## src/hdl/lss_pkg.sv

```systemverilog
// shared constants, widths and type definitions of the trial beta solver
`timescale 1ns / 1ps
package lss_pkg;
	// store geometry
	localparam int MAX_ROWS   = 256;
	localparam int MAX_TRIALS = 64;
	localparam int MAX_VOXELS = 64;
	localparam int ROW_W      = $clog2(MAX_ROWS);
	localparam int TRIAL_W    = $clog2(MAX_TRIALS);
	localparam int VOX_W      = $clog2(MAX_VOXELS);
	localparam int RCNT_W     = $clog2(MAX_ROWS + 1);
	localparam int TCNT_W     = $clog2(MAX_TRIALS + 1);

	// configuration port
	localparam int CFG_W       = 40;
	localparam int CFG_IDX_W   = 2;
	localparam int ROWCFG_W    = 9;
	localparam int TRIALCFG_W  = 7;
	localparam int MINDEN_W    = 40;
	localparam logic [CFG_IDX_W-1:0] CFG_ROWS    = 2'd0;
	localparam logic [CFG_IDX_W-1:0] CFG_TRIALS  = 2'd1;
	localparam logic [CFG_IDX_W-1:0] CFG_MIN_DEN = 2'd2;

	// arithmetic widths
	localparam int VAL_W   = 16;
	localparam int S_W     = VAL_W + TRIAL_W;
	localparam int PROD_W  = 2 * S_W;
	localparam int SS_W    = PROD_W + ROW_W;
	localparam int CTY_W   = 2 * VAL_W + ROW_W;
	localparam int C2_W    = CTY_W;
	localparam int CS_W    = VAL_W + S_W + ROW_W;
	localparam int MUL_W   = SS_W;
	localparam int NUM_W   = CTY_W + SS_W + 2;
	localparam int QF_SH   = 17;
	localparam int DN_W    = NUM_W + QF_SH;
	localparam int DD_W    = NUM_W + 1;
	localparam int BETA_W  = 32;

	// request codes
	typedef enum logic [1:0] {
		REQ_DESIGN = 2'd0,
		REQ_DATA   = 2'd1,
		REQ_QUERY  = 2'd2
	} req_t;

	// sequencer states
	typedef enum logic [3:0] {
		ST_IDLE,
		ST_SUM,
		ST_YRD,
		ST_YWAIT,
		ST_MUL,
		ST_DRAIN,
		ST_BIG_GO,
		ST_BIG_WAIT,
		ST_CHECK,
		ST_DIV_GO,
		ST_DIV_WAIT
	} st_t;

	// row product phases
	typedef enum logic [2:0] {
		PH_SS  = 3'd0,
		PH_CTY = 3'd1,
		PH_CS  = 3'd2,
		PH_SCY = 3'd3,
		PH_C2  = 3'd4
	} ph_t;

	// wide product steps
	typedef enum logic [1:0] {
		BP_CTY_SS  = 2'd0,
		BP_CS_SCY  = 2'd1,
		BP_C2_SS   = 2'd2,
		BP_CS_CS   = 2'd3
	} bp_t;
endpackage

```

## src/hdl/lss_div.sv

```systemverilog
// restoring serial divider, one quotient bit per cycle
`timescale 1ns / 1ps
module lss_div import lss_pkg::*; (
	input  logic              clk,
	input  logic              arst_n,
	input  logic              start,
	input  logic [DN_W-1:0]   num,
	input  logic [DD_W-1:0]   den,
	output logic              done,
	output logic [DN_W-1:0]   quo
);
	localparam int CW = $clog2(DN_W + 1);
	localparam logic [CW-1:0] CNT_LAST = CW'(DN_W - 1);

	logic            busy_q;
	logic            done_q;
	logic [CW-1:0]   cnt_q;
	logic [DN_W-1:0] n_q;
	logic [DN_W-1:0] q_q;
	logic [DD_W-1:0] r_q;
	logic [DD_W-1:0] d_q;
	logic [DD_W:0]   trial;
	logic            fits;

	// next partial remainder
	assign trial = {r_q, n_q[DN_W-1]};
	assign fits  = trial >= {1'b0, d_q};

	// control
	always_ff @(posedge clk or negedge arst_n) begin
		if (!arst_n) begin
			busy_q <= 1'b0;
			done_q <= 1'b0;
			cnt_q  <= '0;
		end else begin
			done_q <= 1'b0;
			if (start) begin
				busy_q <= 1'b1;
				cnt_q  <= '0;
			end else if (busy_q) begin
				cnt_q <= cnt_q + 1'b1;
				if (cnt_q == CNT_LAST) begin
					busy_q <= 1'b0;
					done_q <= 1'b1;
				end
			end
		end
	end

	// compare, subtract, shift
	always_ff @(posedge clk) begin
		if (start) begin
			n_q <= num;
			d_q <= den;
			r_q <= '0;
			q_q <= '0;
		end else if (busy_q) begin
			n_q <= n_q << 1;
			if (fits) begin
				r_q <= DD_W'(trial - {1'b0, d_q});
				q_q <= {q_q[DN_W-2:0], 1'b1};
			end else begin
				r_q <= trial[DD_W-1:0];
				q_q <= {q_q[DN_W-2:0], 1'b0};
			end
		end
	end

	assign done = done_q;
	assign quo  = q_q;
endmodule

```

## config.mk

```make
export PLATFORM = sky130hd
export DESIGN_NAME = lss_div
export DESIGN_NICKNAME = d
export VERILOG_FILES = /design/src/hdl/lss_pkg.sv /design/src/hdl/lss_div.sv
export SDC_FILE = /design/constraint.sdc
export NUM_CORES = 1
export LEC_CHECK = 0
export BUFFER_PORTS_ARGS = -buffer_cell sky130_fd_sc_hd__buf_2
export CORE_AREA = 4 4 208 210
export CTS_CLUSTER_DIAMETER = 120
export DETAILED_ROUTE_END_ITERATION = 7
export DIE_AREA = 0 0 212 214
export GPL_TIMING_DRIVEN = 0
export PLACE_DENSITY_LB_ADDON = 0.3
export SKIP_LAST_GASP = 1
export SLEW_MARGIN = 25
export SYNTH_ARGS = -nofsm -noshare
export SYNTH_HDL_FRONTEND = slang
export SYNTH_SLANG_ARGS = --single-unit
```

## constraint.sdc

```tcl
create_clock -name clk -period 9.4 [get_ports clk]
set_input_delay 0.94 -clock clk [delete_from_list [all_inputs] [get_ports clk]]
set_output_delay 0.94 -clock clk [all_outputs]
set_load 0.005 [all_outputs]
```

# Word-level counts from Yosys, hierarchy flattened
# Cells that the tools add are included.
# totals
ff_bits	421
input_bits	209
out_inout_bits	112
word_cells	24
# classes
addsub	2
magnitude_cmp	1
n_eq_ne	1
n_mux	12
reduce_logical	1
# op_table
op	n
$mux 111	2
$ge 96x95->1	1
$mux 95	1
$sub 95x95->95	1
$mux 7	2
$add 7x1->7 const B	1
$eq 7x7->1 const B	1
$mux 1	7
$reduce_bool 2->1	1

# Logic depth before layout (Yosys ltp)
# depth
depth_word	4
depth_mapped	16
ltp_nobuf	14

# Worst setup path before layout
# OpenSTA, ideal clock, no wires.
# synth_timing
kind	in2reg
from	input start
to	register n_q[0] (enable)
setup_ps	464
arrival_ps	3707
t_required_ps	8936
slack_ps	5229
stages	4
path_buffers	2
path_cell_list	clkbuf_1 > clkbuf_1 > nor2_1 > inv_1
# synth_between
elab_chain_len	1
# synth_lines
item	line_no	rtl
from (decl)	lss_div.sv:6	input logic start,
$reduce_bool 2->1 (no source line)	--	
to (signal assigned)	lss_div.sv:53	n_q <= num;
to (signal assigned)	lss_div.sv:58	n_q <= n_q << 1;
to (decl)	lss_div.sv:18	logic [DN_W-1:0] n_q;
# No other way between the ends.
# A chain may end at the register's enable or synchronous reset.

# Worst setup path after layout
# layout_timing
from	register n_q[110]
to	register r_q[78]
# layout_between
elab_chain_len	2
elab_cells_between_ends	3
cone_classes	1 x add/sub; 1 x order compare; 1 x mux
# layout_lines
item	line_no	rtl
$sub 95x95->95 / $ge 96x95->1 (equally long branches)	lss_div.sv:60, lss_div.sv:27	
$mux 95 (*)	lss_div.sv:59	if (fits) begin
to (signal assigned)	lss_div.sv:60	r_q <= DD_W'(trial - {1'b0, d_q});
to (signal assigned)	lss_div.sv:63	r_q <= trial[DD_W-1:0];
to (decl)	lss_div.sv:20	logic [DD_W-1:0] r_q;
# Every way passes the cells marked *; elsewhere a longest branch is shown, timed or not.

==> summary.txt <==
Clock tree
  – Post-CTS Setup Bufs: 0
  – CTS Buffer Depth: 3
  – CTS clock-pin slew for the worst setup and hold paths: 60 ps
  – Clock root buffer master: clkbuf_16
  – CTS tree: built
  – CTS H-tree depth: 2
  – CTS Buf Count: between 40 and 50
  – Clock Sink Count: 421
  – Worst skew pair latency: around 600 ps
  – CTS Hold Bufs: 0
  – Post-CTS resize count: 0

Synthesis
  – Seq/Total Area, Yosys: 0.467
  – Post-synthesis instance area: ~23000 um2
  – Ys Warns: 0
  – Syn Inst Count: about 2300
  – Asr flop ratio synth: 0.0214
  – Primary FF master, synth: edfxtp_1
  – Post-synth cell types: 87
  – Main area contributors after synthesis: edfxtp_1, dfxtp_1, mux2_2
  – Post-synth EDFFs: just over 200
  – FF+latch count, synth: 421
  – Syn Area/Cell: 9.85 um2
  – Post-Syn Nets: between 2000 and 3000
  – Share of the synthesized area in the top cell type: 0.274
  – Synth area leader: edfxtp_1

Global route
  – Gr busiest metal: met2
  – Met1 Track Usage GR: 0.354
  – GR Layer Usage met3: 0.0769
  – Largest net degree at the start of global routing: approximately 60
  – Grt met2 use: 0.458
  – Antenna violations before repair: 19
  – Total gr overflow: 0
  – Vias in the first global route: 18645
  – First-pass GRT wire length: around 100000 um
  – All-layer global routing usage: 0.277

Timing
  – Final setup violation count: 0
  – Max Clock Freq: 222 MHz
  – RSZ-0062 raised after global routing: no
  – Final hold viol count: 0
  – Setup tns final: 0 ps
  – Final setup skew: between 30 and 40 ps
  – Period utilization: 0.480
  – Fin crit period: ~4500 ps
  – Worst-Margin Slew: roughly 1100 ps
  – Max-slew headroom: 0.297
  – Pins over their slew limit: 0

Cells and area
  – Layout cell share with drive strength beyond 1: 0.210
  – Final instance area: 26500 um2
  – Fin nets: 2969
  – Number of fill cells in the layout: 3505
  – Area Overhead vs Synth: 17.5%
  – Multi-input gate area: 11000 um2
  – Sequential cell area: about 11000 um2

Drt
  – Final WL: about 65000 um
  – DR vias: ~19000
  – Vias/cell: roughly 5.8
  – Number of remaining DRC errors: 0
  – DRT Pass-1 Iters: 7
  – Routed wire per std cell: around 20 um
  – Number of DRC markers in iteration 0: 1548
  – Post-route ant nets: 0

Worst hold path
  – Hold crit path type: in -> async

Worst setup path
  – R2R Path End: r_q[78]
  – CP Capture Type: register
  – Crit path arrival time: between 5000 and 6000 ps
  – Critical-path top delay cell: a211oi_1
  – CP Class: reg -> reg
  – Reg2reg path depth: 14
  – Critical path cell sequence: inv_1, ha_1, fa_1, nand2b_1, a211oi_1, o2111ai_1, a211oi_1, o21ai_1, o31ai_1, nand2b_1, a21oi_1, nor3_1, o311a_1, nor3_2
  – Reg2reg setup slack: slightly below 5000 ps
  – CP max stage delay: about 580 ps
  – Startpoint Class: register
  – Req. time, crit path: 9920 ps
  – CP delay by family, top: compound AO/OA/AOI/OAI gates
  – RR Startpoint: n_q[110]
  – Crit Path Max Fanout: 4
  – Crit path buffers/inverters: 1

Power and ir drop
  – Tot Pwr: 4.27 mW
  – Power Density: ~160 nW/um2
  – Worst vdd ir: ~0.00019 V
  – Leak pwr: between 10 and 15 nW

Placement
  – Hpwl dp: between 40000 and 50000 um
  – Number of port buffers: 320
  – Routability cong.: ~0.97
  – DP Area: between 20000 and 25000 um2

Floorplanning
  – Die Span Y: roughly 210 um
  – Core ar.: between 40000 and 50000 um2
  – Initial Util: 0.543
  – Die width: between 200 and 250 um
  – Die area: around 45000 um2
  – IO Count: 321
  – Num rows: 75

Job
  – Max cap viols: 0

Outcome
  – Status: completed
==> metal layers <==
metal	up-vias	share of wire
li1	9031	-
met1	8933	0.41
met2	698	0.48
met3	134	0.087
met4	16	0.028
met5	-	0.0014
==> cells in the mapped netlist (12+ instances only) <==
master    instances
buf_1            21
nand3_1          23
buf_2            18
clkbuf_1         88
o21bai_1         31
dfxtp_1         206
mux2_2          114
xnor2_1          48
inv_1           123
xor2_1           38
nand2b_1         16
nor3_1           19
mux2i_1         123
edfxtp_1        206
a311oi_1         23
o21ai_0          86
a21oi_1         184
and3_1           12
a211oi_1         55
a31oi_1          14
a21o_1           70
nand2_1         146
ha_1             97
nor2_1          303
nand4_1          46
==> cells in the final DEF (no fill, tap or decap), drive strengths merged, types with 12 or more instances in the layout <==
cell type,netlist,layout
a211oi,57,57
a21boi,12,12
a21o,70,70
a21oi,185,185
a311oi,23,23
a31oi,14,14
and3,12,12
buf,48,370
clkbuf,89,161
dfxtp,206,206
edfxtp,206,206
ha,97,97
inv,123,129
mux2,114,114
mux2i,123,123
nand2,146,146
nand2b,16,16
nand3,24,24
nand4,47,47
nor2,304,304
nor3,20,20
o21ai,90,90
o21bai,31,31
xnor2,48,48
xor2,38,38
==> sequential cells by signal, indices dropped and copies added (netlist names) <==
name / count
busy_q: 1
cnt_q: 7
d_q: 95
done: 1
n_q: 111
quo: 111
r_q: 95
==> how the worst max path moves through the flow <==
stage              from      end  slack (ps)  depth (start not counted)
2_1_floorplan     start   n_q[0]        5230                          4
3_3_place_gp      start  n_q[33]        2100                          5
3_5_place_dp   n_q[110]  r_q[78]        4960                         14
4_1_cts        n_q[110]  r_q[78]        4930                         14
5_1_grt         d_q[67]  r_q[92]        4660                         15
6_report       n_q[110]  r_q[78]        4890                         14
==> cell families after synthesis <==
logic type / after synthesis / share of synthesized area
compound gates: 558 / 0.160
xor+xnor: 86 / 0.0334
fa+ha+maj: 98 / 0.0546
buf+inv: 260 / 0.0468
flops: 421 / 0.467
mux: 237 / 0.111
simple gates: 632 / 0.127
==> layout make-up <==
type	instances	area share
well taps	539	0.0254
clock inverters	14	0.00575
clock buffers	72	0.0541
plain buffers	137	0.0224
inverters	123	0.0176
repair buffers	322	0.0627
multi-input cells	1611	0.414
diodes	11	0.00104
flip-flops and latches	421	0.397
==> metrics by stage <==
| step | utilization | setup slack, ps | hold slack (ps) | instances |
|---|---|---|---|---|
| floorplan | - | 5230 | 453 | 2292 |
| global placement | 0.598 | 2100 | 475 | 3151 |
| detailed placement | 0.600 | 4960 | 491 | 3153 |
| CTS | 0.638 | 4930 | 164 | 3239 |
| global route | 0.638 | 4660 | 167 | 3246 |
| finish | 0.638 | 4890 | 181 | 3250 |
==> power by group <==
part / total (mW) / internal (mW) / switching (mW)
sequential: 2.05 / 2.02 / 0.0276
clock: 1.87 / 1.09 / 0.778
combinational: 0.345 / 0.145 / 0.201
(Power assumes the default switching activity.)
